`src/rtl/core/ccd_pkg.sv`:
```
// Shared types, constants and register indexes of the chunk deframer.
package ccd_pkg;

  localparam int unsigned CfgIdxW  = 8;
  localparam int unsigned CfgDataW = 16;

  localparam logic [CfgIdxW-1:0] CfgMaxPayload = 8'd0;
  localparam logic [CfgIdxW-1:0] CfgCrcEnable  = 8'd1;
  localparam logic [CfgIdxW-1:0] CfgBigEndian  = 8'd2;

  localparam logic [15:0] MaxPayloadReset = 16'd65530;

  localparam logic [31:0] CrcPoly     = 32'h0000_BEEF;
  localparam logic [31:0] CrcInit     = 32'hC001_F00D;
  localparam logic [31:0] CrcPolyRefl = {<<{CrcPoly}};
  localparam logic [31:0] CrcInitRefl = {<<{CrcInit}};

  localparam logic [2:0] HdrLenHi  = 3'd4;
  localparam logic [2:0] HdrCrcEnd = 3'd4;

  typedef enum logic [1:0] {
    StOk      = 2'd0,
    StBadCrc  = 2'd1,
    StTooLong = 2'd2
  } ccd_status_e;

  typedef enum logic [1:0] {
    PhHeader  = 2'd0,
    PhPayload = 2'd1,
    PhDrop    = 2'd2
  } ccd_phase_e;

  typedef struct packed {
    logic [15:0] max_payload;
    logic        crc_check_enable;
    logic        header_big_endian;
  } ccd_cfg_t;

  typedef struct packed {
    logic [7:0]  out_byte;
    logic        has_byte;
    logic        chunk_end;
    ccd_status_e chunk_status;
  } ccd_result_t;

endpackage

```
`src/rtl/core/ccd_if.sv`:
```
// Request channels of the chunk deframer: input bytes and results.
interface ccd_in_if;
  logic       valid;
  logic       ready;
  logic [7:0] in_byte;

  modport source (output valid, output in_byte, input ready);
  modport sink   (input valid, input in_byte, output ready);
endinterface

interface ccd_out_if
  import ccd_pkg::*;
();
  logic        valid;
  logic        ready;
  logic [7:0]  out_byte;
  logic        has_byte;
  logic        chunk_end;
  ccd_status_e chunk_status;

  modport source (output valid, output out_byte, output has_byte, output chunk_end,
                  output chunk_status, input ready);
  modport sink   (input valid, input out_byte, input has_byte, input chunk_end,
                  input chunk_status, output ready);
endinterface

```
`src/rtl/core/ccd_core.sv`:
```
// Chunk parser: header capture, length check, payload CRC and status.
module ccd_core
  import ccd_pkg::*;
(
  input  logic        clk_i,
  input  logic        rst_ni,
  input  logic        step_i,
  input  logic [7:0]  byte_i,
  input  ccd_cfg_t    cfg_i,
  output logic        res_valid_o,
  output ccd_result_t res_o
);

  ccd_phase_e  phase_q, phase_d;
  logic [2:0]  hdr_cnt_q, hdr_cnt_d;
  logic [31:0] rx_crc_q, rx_crc_d;
  logic [15:0] remain_q, remain_d;
  logic [31:0] run_crc_q, run_crc_d;

  logic [31:0] crc_next;
  logic [15:0] len_full;
  logic [15:0] remain_dec;

  function automatic logic [31:0] crc_byte(logic [31:0] c_in, logic [7:0] b);
    logic [31:0] c;
    c = c_in ^ {24'h0, b};
    for (int i = 0; i < 8; i++) begin
      c = c[0] ? ((c >> 1) ^ CrcPolyRefl) : (c >> 1);
    end
    return c;
  endfunction

  function automatic ccd_status_e crc_status(logic en, logic [31:0] run, logic [31:0] rx);
    return (en && (run != rx)) ? StBadCrc : StOk;
  endfunction

  assign crc_next   = crc_byte(run_crc_q, byte_i);
  assign remain_dec = remain_q - 16'd1;
  assign len_full   = cfg_i.header_big_endian ? {remain_q[15:8], byte_i}
                                              : {byte_i, remain_q[7:0]};

  always_comb begin
    phase_d     = phase_q;
    hdr_cnt_d   = hdr_cnt_q;
    rx_crc_d    = rx_crc_q;
    remain_d    = remain_q;
    run_crc_d   = run_crc_q;
    res_valid_o = 1'b0;
    res_o       = '{out_byte: 8'h00, has_byte: 1'b0, chunk_end: 1'b0, chunk_status: StOk};
    unique case (phase_q)
      PhHeader: begin
        if (hdr_cnt_q < HdrCrcEnd) begin
          if (cfg_i.header_big_endian) begin
            rx_crc_d = {rx_crc_q[23:0], byte_i};
          end else begin
            rx_crc_d = rx_crc_q | ({24'h0, byte_i} << {hdr_cnt_q[1:0], 3'b000});
          end
          hdr_cnt_d = hdr_cnt_q + 3'd1;
        end else if (hdr_cnt_q == HdrLenHi) begin
          remain_d  = cfg_i.header_big_endian ? {byte_i, 8'h00} : {8'h00, byte_i};
          hdr_cnt_d = hdr_cnt_q + 3'd1;
        end else begin
          hdr_cnt_d   = 3'd0;
          res_o.chunk_end = 1'b1;
          if (len_full > cfg_i.max_payload) begin
            // oversize chunk: report and drop everything until reset
            phase_d            = PhDrop;
            remain_d           = len_full;
            res_valid_o        = 1'b1;
            res_o.chunk_status = StTooLong;
          end else if (len_full == 16'd0) begin
            res_valid_o        = 1'b1;
            res_o.chunk_status = crc_status(cfg_i.crc_check_enable, run_crc_q, rx_crc_q);
            rx_crc_d           = '0;
            remain_d           = '0;
            run_crc_d          = CrcInitRefl;
          end else begin
            phase_d  = PhPayload;
            remain_d = len_full;
          end
        end
      end
      PhPayload: begin
        res_valid_o    = 1'b1;
        res_o.out_byte = byte_i;
        res_o.has_byte = 1'b1;
        run_crc_d      = crc_next;
        remain_d       = remain_dec;
        if (remain_dec == 16'd0) begin
          res_o.chunk_end    = 1'b1;
          res_o.chunk_status = crc_status(cfg_i.crc_check_enable, crc_next, rx_crc_q);
          phase_d            = PhHeader;
          hdr_cnt_d          = 3'd0;
          rx_crc_d           = '0;
          run_crc_d          = CrcInitRefl;
        end
      end
      default: begin
        // hold in drop
      end
    endcase
  end

  always_ff @(posedge clk_i or negedge rst_ni) begin
    if (!rst_ni) begin
      phase_q   <= PhHeader;
      hdr_cnt_q <= 3'd0;
      rx_crc_q  <= '0;
      remain_q  <= '0;
      run_crc_q <= CrcInitRefl;
    end else if (step_i) begin
      phase_q   <= phase_d;
      hdr_cnt_q <= hdr_cnt_d;
      rx_crc_q  <= rx_crc_d;
      remain_q  <= remain_d;
      run_crc_q <= run_crc_d;
    end
  end

endmodule

```
`src/rtl/core/crc_chunk_deframer.sv`:
```
// Chunk deframer top level: input register, parser step, result register.
// Bytes are parsed on leaving the input register; results are registered.
// Throughput: one byte per cycle while results are taken; the two registers
// decouple the channels; an empty input stage accepts while a result waits.
// Reset: asynchronous, active low; parser returns to the header phase,
// registers take their reset values, both pipeline stages empty.
module crc_chunk_deframer
  import ccd_pkg::*;
(
  input  logic                clk_i,
  input  logic                rst_ni,
  input  logic                cfg_we_i,
  input  logic [CfgIdxW-1:0]  cfg_index_i,
  input  logic [CfgDataW-1:0] cfg_data_i,
  ccd_in_if.sink              in_chan,
  ccd_out_if.source           out_chan
);

  ccd_cfg_t    cfg_q;
  logic        s1_valid_q;
  logic [7:0]  s1_byte_q;
  logic        out_valid_q;
  ccd_result_t out_q;
  logic        out_free;
  logic        s1_adv;
  logic        res_valid;
  ccd_result_t res;

  always_ff @(posedge clk_i or negedge rst_ni) begin
    if (!rst_ni) begin
      cfg_q.max_payload       <= MaxPayloadReset;
      cfg_q.crc_check_enable  <= 1'b1;
      cfg_q.header_big_endian <= 1'b1;
    end else if (cfg_we_i) begin
      unique case (cfg_index_i)
        CfgMaxPayload: cfg_q.max_payload       <= cfg_data_i;
        CfgCrcEnable:  cfg_q.crc_check_enable  <= cfg_data_i[0];
        CfgBigEndian:  cfg_q.header_big_endian <= cfg_data_i[0];
        default: begin
          // unknown index: drop the write
        end
      endcase
    end
  end

  assign out_free     = !out_valid_q || out_chan.ready;
  assign s1_adv       = s1_valid_q && out_free;
  assign in_chan.ready = !s1_valid_q || s1_adv;

  always_ff @(posedge clk_i or negedge rst_ni) begin
    if (!rst_ni) begin
      s1_valid_q <= 1'b0;
    end else if (in_chan.valid && in_chan.ready) begin
      s1_valid_q <= 1'b1;
    end else if (s1_adv) begin
      s1_valid_q <= 1'b0;
    end
  end

  always_ff @(posedge clk_i) begin
    if (in_chan.valid && in_chan.ready) begin
      s1_byte_q <= in_chan.in_byte;
    end
  end

  ccd_core u_core (
    .clk_i       (clk_i),
    .rst_ni      (rst_ni),
    .step_i      (s1_adv),
    .byte_i      (s1_byte_q),
    .cfg_i       (cfg_q),
    .res_valid_o (res_valid),
    .res_o       (res)
  );

  always_ff @(posedge clk_i or negedge rst_ni) begin
    if (!rst_ni) begin
      out_valid_q <= 1'b0;
    end else if (s1_adv) begin
      out_valid_q <= res_valid;
    end else if (out_chan.ready) begin
      out_valid_q <= 1'b0;
    end
  end

  always_ff @(posedge clk_i) begin
    if (s1_adv && res_valid) begin
      out_q <= res;
    end
  end

  assign out_chan.valid        = out_valid_q;
  assign out_chan.out_byte     = out_q.out_byte;
  assign out_chan.has_byte     = out_q.has_byte;
  assign out_chan.chunk_end    = out_q.chunk_end;
  assign out_chan.chunk_status = out_q.chunk_status;

  a_mid_chunk_carries_byte: assert property (@(posedge clk_i) disable iff (!rst_ni)
    out_valid_q && !out_q.chunk_end |-> out_q.has_byte && out_q.chunk_status == StOk)
    else $error("mid-chunk result without byte or with status");

  a_empty_result_ends_chunk: assert property (@(posedge clk_i) disable iff (!rst_ni)
    out_valid_q && !out_q.has_byte |-> out_q.chunk_end && out_q.out_byte == 8'h00)
    else $error("byteless result not at chunk end");

  a_too_long_no_byte: assert property (@(posedge clk_i) disable iff (!rst_ni)
    out_valid_q && out_q.chunk_status == StTooLong |-> !out_q.has_byte)
    else $error("too_long status on a payload byte");

  a_stage_holds: assert property (@(posedge clk_i) disable iff (!rst_ni)
    s1_valid_q && !out_free |=> s1_valid_q && $stable(s1_byte_q))
    else $error("input stage lost a byte while the result stage was full");

endmodule

```
`src/flat_wrapper.sv`:
```
// flat-port wrapper written by rule: the top's interface ports become plain ports
module crc_chunk_deframer_flat import ccd_pkg::*;
  (clk_i, rst_ni, cfg_we_i, cfg_index_i, cfg_data_i, in_chan_valid, in_chan_in_byte, in_chan_ready, out_chan_valid, out_chan_out_byte, out_chan_has_byte, out_chan_chunk_end, out_chan_chunk_status, out_chan_ready);
  ccd_in_if in_chan_i ();
  ccd_out_if out_chan_i ();
  input  logic clk_i;
  input  logic rst_ni;
  input  logic cfg_we_i;
  input  logic [CfgIdxW-1:0] cfg_index_i;
  input  logic [CfgDataW-1:0] cfg_data_i;
  input wire logic [$bits(in_chan_i.valid)-1:0] in_chan_valid;
  input wire logic [$bits(in_chan_i.in_byte)-1:0] in_chan_in_byte;
  output wire logic [$bits(in_chan_i.ready)-1:0] in_chan_ready;
  output wire logic [$bits(out_chan_i.valid)-1:0] out_chan_valid;
  output wire logic [$bits(out_chan_i.out_byte)-1:0] out_chan_out_byte;
  output wire logic [$bits(out_chan_i.has_byte)-1:0] out_chan_has_byte;
  output wire logic [$bits(out_chan_i.chunk_end)-1:0] out_chan_chunk_end;
  output wire logic [$bits(out_chan_i.chunk_status)-1:0] out_chan_chunk_status;
  input wire logic [$bits(out_chan_i.ready)-1:0] out_chan_ready;
  assign in_chan_i.valid = in_chan_valid;
  assign in_chan_i.in_byte = in_chan_in_byte;
  assign in_chan_ready = in_chan_i.ready;
  assign out_chan_valid = out_chan_i.valid;
  assign out_chan_out_byte = out_chan_i.out_byte;
  assign out_chan_has_byte = out_chan_i.has_byte;
  assign out_chan_chunk_end = out_chan_i.chunk_end;
  assign out_chan_chunk_status = out_chan_i.chunk_status;
  assign out_chan_i.ready = out_chan_ready;
  crc_chunk_deframer u_core (.clk_i(clk_i), .rst_ni(rst_ni), .cfg_we_i(cfg_we_i), .cfg_index_i(cfg_index_i), .cfg_data_i(cfg_data_i), .in_chan(in_chan_i), .out_chan(out_chan_i));
endmodule
```
`config.mk`:
```
export PLATFORM = sky130hd
export DESIGN_NAME = crc_chunk_deframer_flat
export DESIGN_NICKNAME = d
export VERILOG_FILES = /design/src/rtl/core/ccd_pkg.sv /design/src/rtl/core/ccd_if.sv /design/src/rtl/core/ccd_core.sv /design/src/rtl/core/crc_chunk_deframer.sv /design/src/flat_wrapper.sv
export SDC_FILE = /design/constraint.sdc
export NUM_CORES = 1
export LEC_CHECK = 0
export BUFFER_PORTS_ARGS = -buffer_cell sky130_fd_sc_hd__buf_2
export CORE_MARGIN = 4
export CORE_UTILIZATION = 50
export CTS_BUF_LIST = sky130_fd_sc_hd__clkbuf_8
export DETAILED_ROUTE_END_ITERATION = 8
export PLACE_DENSITY = 0.7
export RECOVER_POWER = 50
export REMOVE_ABC_BUFFERS = 1
export SYNTH_ARGS = -nofsm -noshare
export SYNTH_HDL_FRONTEND = slang
export SYNTH_SLANG_ARGS = --single-unit
```
`constraint.sdc`:
```
create_clock -name clk_i -period 5.9 [get_ports clk_i]
set_input_delay 0.295 -clock clk_i [delete_from_list [all_inputs] [get_ports clk_i]]
set_output_delay 0.295 -clock clk_i [all_outputs]
set_load 0.02 [all_outputs]
```
Word-level counts from Yosys, hierarchy flattened
Index checks and enable logic that the tools add are counted.

Flip-flop bits (word level): 125. Input bits: 37. Output and inout bits: 14. Word-level logic and storage cells: 125.

$add $sub $neg: 2. $lt $le $gt $ge: 2. Equal/unequal tests: 15. Shifts and indexed selects: 1. Muxes and demuxes: 56. Bitwise logic cells: 10. Reductions and logical operators: 24.

Operator list (count): $mux 32 (19); $pmux 32 s2 (2); $not 12->13 (8); $mux 16 (6); $ne 32x32->1 (2); $logic_not 16->1 (2); $or 32x32->32 (1); $pmux 16 s2 (1); $shl 8x5->32 (1); $xor 32x8->32 (1); $mux 3 (6); $reduce_and 6->1 (3); $gt 16x16->1 (1); $sub 16x1->16 const B (1); $mux 1 (12); $mux 2 (6); $ne 3x3->1 const B (4); $pmux 3 s2 (2); $ne 2x2->1 const B (5); $eq 8x1->1 const B (1); $eq 8x2->1 const B (1); $logic_not 8->1 (1); $reduce_and 2->1 (3); $reduce_and 3->1 (2); other kinds (11) (19).

Logic depth before layout (Yosys ltp)
Depth after elaboration: 22. Gate-level depth with buffers: 16. Mapped depth without buffers: 11.

Cells and area by module
From an unflattened synthesis, not the netlist that was laid out.

Cell total of the unflattened synthesis: 870. Area, all modules: 8395.6 sq um.

By module, submodules not included: ccd_core (times used 1, cells an instance 795, area each 6907.9 sq um, seq. area each 2139.6 sq um); crc_chunk_deframer (times used 1, cells an instance 75, area each 1487.7 sq um, seq. area each 1121.1 sq um).

Worst setup path before layout
No wires, ideal clock.

Path type: register to register. Start point: register u_core.cfg_q[0] in the netlist's numbering. End point: register u_core.u_core.rx_crc_q[3]. Setup time: 121 ps. Data arrival time: 4160 ps. Data required time: 5779 ps. Setup slack: 1619 ps. Cell stages (with the launch flop): 14. Buffers on the path: 3. Clock period less this slack: 4281 ps. Cell sequence: dfstp_2 clkbuf_1 clkbuf_1 buf_1 mux2_2 ha_1 a2111oi_0 o21ai_0 a221oi_1 a21o_1 a31oi_1 o311ai_1 o311ai_1 a22o_1.

Longest elaborated chain between the ends: 4. Elaborated cells on any way between the ends: 9. Classes of those cells: order compare (1); eq/ne (2); mux (4); reduce/logical (2).

Ends and longest elaborated chain: from (decl) (RTL line crc_chunk_deframer.sv:19) `ccd_cfg_t cfg_q;`; $mux 16 (RTL line ccd_core.sv:39) `assign len_full = cfg_i.header_big_endian ? {remain_q[15:8], byte_i}`; $gt 16x16->1 or $logic_not 16->1 (tied branches) (RTL line ccd_core.sv:65, ccd_core.sv:71); $ne 3x3->1 (no line); $reduce_and 6->1 (no line); to (signal assigned) (RTL line ccd_core.sv:114) `rx_crc_q <= rx_crc_d;`; to (decl) (RTL line ccd_core.sv:16) `logic [31:0] rx_crc_q, rx_crc_d;`.

Parallel ways exist; a longest one is shown, timed or not. A chain may end at the register's enable or synchronous reset.

Worst setup path in the final report
Start point: register u_core.cfg_q[0] in the netlist's numbering. End point: register u_core.out_q, in the netlist u_core.out_chan.out_byte[7] (enable).

Longest elaborated chain between the ends: 8. Elaborated cells on any way between the ends: 9. Classes of those cells: order compare (1); mux (6); reduce/logical (2).

Ends and longest elaborated chain: $mux 16 (*) (RTL line ccd_core.sv:39); parallel branches: the longest is 2 deep, another holds $gt 16x16->1; $mux 1 (*) (RTL line ccd_core.sv:65) `if (len_full > cfg_i.max_payload) begin`; $mux 1 (*) (RTL line ccd_core.sv:59) `end else if (hdr_cnt_q == HdrLenHi) begin`; $mux 1 (*) (RTL line ccd_core.sv:52) `if (hdr_cnt_q < HdrCrcEnd) begin`; $pmux 1 s2 (*) (RTL line ccd_core.sv:50) `unique case (phase_q)`; $logic_and 1x1->1 (*) (RTL line crc_chunk_deframer.sv:87) `if (s1_adv && res_valid) begin`; to (signal assigned) (RTL line crc_chunk_deframer.sv:88) `out_q <= res;`; to (decl) (RTL line crc_chunk_deframer.sv:23) `ccd_result_t out_q;`.

Mark *: on every way between the ends.

==> summary.md <==
| Metric | Value |
|---|---|
| Number of global-route vias before repair | 6,503 |
| Post-Route WL | about 23,000 um |
| Share of layout cells above drive strength 1 | between 10% and 20% |
| Die Span Y | 137 um |
| Max-cap violations | 3 |
| Failing checks | max-capacitance violations, max-slew violations |
| Critical path required time | about 6000 ps |
| Post-Syn Area | ~0.0083 mm^2 |
| Sequential power share | approximately 30% |
| Initial antenna violation count | 0 |
| Clock group share of total power | approximately 13% |
| DRC Markers | 0 |
| Synth async-reset ratio | a little over four fifths |
| Hold WC Path Type | input pin to flop |
| Clock transition at path regs | 80 ps |
| Switching power share of the total | between 40% and 50% |
| H-tree levels | 4 |
| Commonest cells after routing, fill and taps aside | nand2_1, xnor2_1, dfrtp_1 |
| Ys flop type | dfrtp_1 |
| Syn Area/Cell | roughly 9 um^2 |
| Largest net degree at the start of global routing | 74 |
| Hold path depth | 3 |
| DR vias | between 7,000 and 8,000 |
| Worst-skew pair later-pin latency | between 400 and 500 ps |
| Routability cong. | just over 0.9 |
| Fmax | ~220 MHz |
| Hold Path End | u_core.cfg_q[8]$_DFFE_PN1P_ |
| Number of enable flip-flop cells after synthesis | 20 |
| Status | finished, violations left |
| Leakage power | ~3.9 nW |
| Commonest non-fill, non-tap cell in the layout | nand2_1 |
| Starting density of the core | roughly half |
| Site Rows | 46 |
| Switching power | ~2.3 mW |
| Setup TNS | 0 ps |
| # clock sinks | between 100 and 150 |
| RSZ-0062 raised after global routing | no |
| Global route total overflow | 0 |
| Worst-path fanout max | 42 |
| FF-to-FF Start | u_core.cfg_q[0]$_DFFE_PN1P_ |
| Worst hold start | cfg_data_i[6] |
| DR vias/cell | about 6 |
| PwrDens | between 500 and 600 mW/mm^2 |
| Flops & latches, synth | approximately 130 |
| Drt pass-1 iters | 6 |
| Final HPWL DP | about 15,000 um |
| CTS tree | done |
| Root Driver | clkbuf_8 |
| Core Area | ~0.016 mm^2 |
| I/O Buffers | 50 |
| Setup Skew | around 13 ps |
| DR iter-0 viols | ~740 |
| Nets | approximately 1,000 |
| Tightest Pin Transition | 1920 ps |
| CP startpoint kind | flop |
| R2R setup slack | roughly 1400 ps |
| Final slew viol count | around 140 |
| Worst setup margin | approximately 1400 ps |
| Yosys cell types | 65 |
| Worst Setup Slack post-DPL | about 1400 ps |
| Layout area overhead | 9.49% |
| R2R Path End | u_core.out_chan.out_byte[7]$_SDFFCE_PN0P_ |
| CTS Buf Count | 17 |
| Die Wd | ~140 um |
| Longest Clk Path Bufs | 2 |
| Period utilization | around three quarters |
| Final hold violation count | 0 |
| Global router's overall resource usage | between 20% and 30% |
| Endpoints failing setup | 0 |
| Comb power frac | between 50% and 60% |
| Cell count after synthesis | 910 |
| Setup CP Type | flop to flop |
| WL/cell | ~19 um |
| Yosys warns | 0 |
| PostCTS Resize Cnt | 0 |
| Min Hold Slack | 30.8 ps |
| Seq/Total Area, Yosys | 39.1% |
| Worst vdd ir | approximately 0.36 mV |
| I/O Pins | 51 |
| Die area | roughly 0.019 mm^2 |
| Fin crit period | approximately 4500 ps |
| Int Power | around 2.9 mW |
| Antenna Nets Post-Route | 0 |
| Critical path capture point type | flop |
| Slew HR | -28.3% |
| FF-to-FF path depth | 8 |
| Diodes inserted | 0 |
| First-pass GRT wire length | around 36,000 um |
| Worst EP arrival | 4580 ps |
[repair_timing]
action                    4_1_cts  5_1_grt
buffers inserted                0        0
hold buffers                    8        1
hold endpoints to repair       23        1
[stage by stage]
| stage | power, mW | std cells | utilization [%] | cell area [um^2] |
|---|---|---|---|---|
| after floorplan | 3.80 | 847 | - | 8090 |
| after CTS | 5.14 | 1168 | 56.8 | 9150 |
| after global placement | 4.41 | 1128 | 54.2 | 8740 |
| final | 5.15 | 1169 | 56.6 | 9120 |
| after detailed placement | 4.45 | 1128 | 54.2 | 8740 |
| after global routing | 5.50 | 1169 | 56.6 | 9120 |
[area by class of cell]
class / count / area [um^2]
Fill cell: 1456 / 6990
Multi-Input combinational cell: 686 / 4700
Sequential cell: 125 / 3260
Timing Repair Buffer: 74 / 422
Clock buffer: 20 / 275
Tap cell: 216 / 270
Inverter: 36 / 135
Clock inverter: 12 / 57.6
[power groups by stage]
stage / Sequential [mW] / Clock, mW / Combinational, mW
4_1_cts: 1.53 / 0.672 / 2.94
2_1_floorplan: 1.43 / 0 / 2.38
6_report: 1.54 / 0.662 / 2.94
5_1_grt: 1.57 / 0.711 / 3.22
3_5_place_dp: 1.54 / 0 / 2.91
3_3_place_gp: 1.54 / 0 / 2.87
[synth_stat cells (all sizes together) (16+ instances only)]
master  count  area [um^2]
nand4      18          113
nor2       50          190
mux2       38          428
o21ai      72          360
a31oi      30          188
dfrtp      79         1980
xnor2      95          911
dfstp      26          683
nor3       19         95.1
edfxtp     20          601
nand3      16         80.1
a21oi      61          305
ha         20          250
clkbuf     54          204
inv        35          131
xor2       23          201
nand2     115          432
[cell families (layout without fill, tap and decap cells)]
logic type / count (synthesis) / count (layout) / share of synthesized area [%]
mux: 53 / 53 / 6.94
fa+ha+maj: 20 / 20 / 3.00
xor+xnor: 126 / 126 / 15.6
simple gates: 273 / 273 / 15.4
compound gates: 214 / 214 / 15.4
buf+inv: 99 / 142 / 4.52
flops: 125 / 125 / 39.1
[flip-flops by register name (all words and copies together) (netlist names)]
signal and cells:
u_core.u_core.run_crc_q 32, u_core.out_chan.out_byte 8, u_core.out_chan.valid 1, u_core.u_core.phase_q 2
u_core.s1_valid_q 1, u_core.s1_byte_q 8, u_core.out_chan.chunk_status 2, u_core.cfg_q 18
u_core.u_core.remain_q 16, u_core.u_core.hdr_cnt_q 3, u_core.out_chan.chunk_end 1, u_core.out_chan.has_byte 1
u_core.u_core.rx_crc_q 32
[metal layers]
layer  vias to the layer above  global-route usage [%]  part of all wire (%)  wire (um)
met2                       349                    36.1                    43       9830
met3                        48                    8.24                    10       2330
li1                       3263                       -                     -          -
met4                         0                    6.93                   1.7        390
met5                         -                       0                     0          0
met1                      3347                    35.4                    44      10100
[worst max-delay path, cell delays in order (launching register included)]
cell and delay (ps):
dfstp_2 1070, mux2_2 420, ha_1 290, nand2_1 60, or3_1 400, a21o_1 190, a31oi_1 590, o21bai_1 170
a21oi_1 910
[how the worst max path moves through the flow]
| stage | start | end | cells past startpoint |
|---|---|---|---|
| floorplan | u_core.cfg_q[0]$_DFFE_PN1P_ | u_core.u_core.rx_crc_q[10]$_DFFE_PN0P_ | 10 |
| global placement | u_core.cfg_q[0]$_DFFE_PN1P_ | u_core.out_chan.chunk_status[0]$_DFFE_PP_ | 8 |
| detailed placement | u_core.cfg_q[0]$_DFFE_PN1P_ | u_core.out_chan.out_byte[4]$_SDFFCE_PN0P_ | 8 |
| CTS | u_core.cfg_q[0]$_DFFE_PN1P_ | u_core.out_chan.out_byte[4]$_SDFFCE_PN0P_ | 8 |
| global route | u_core.cfg_q[0]$_DFFE_PN1P_ | u_core.u_core.rx_crc_q[2]$_DFFE_PN0P_ | 9 |
| finish | u_core.cfg_q[0]$_DFFE_PN1P_ | u_core.out_chan.out_byte[7]$_SDFFCE_PN0P_ | 8 |
(Power assumes the default switching activity.)
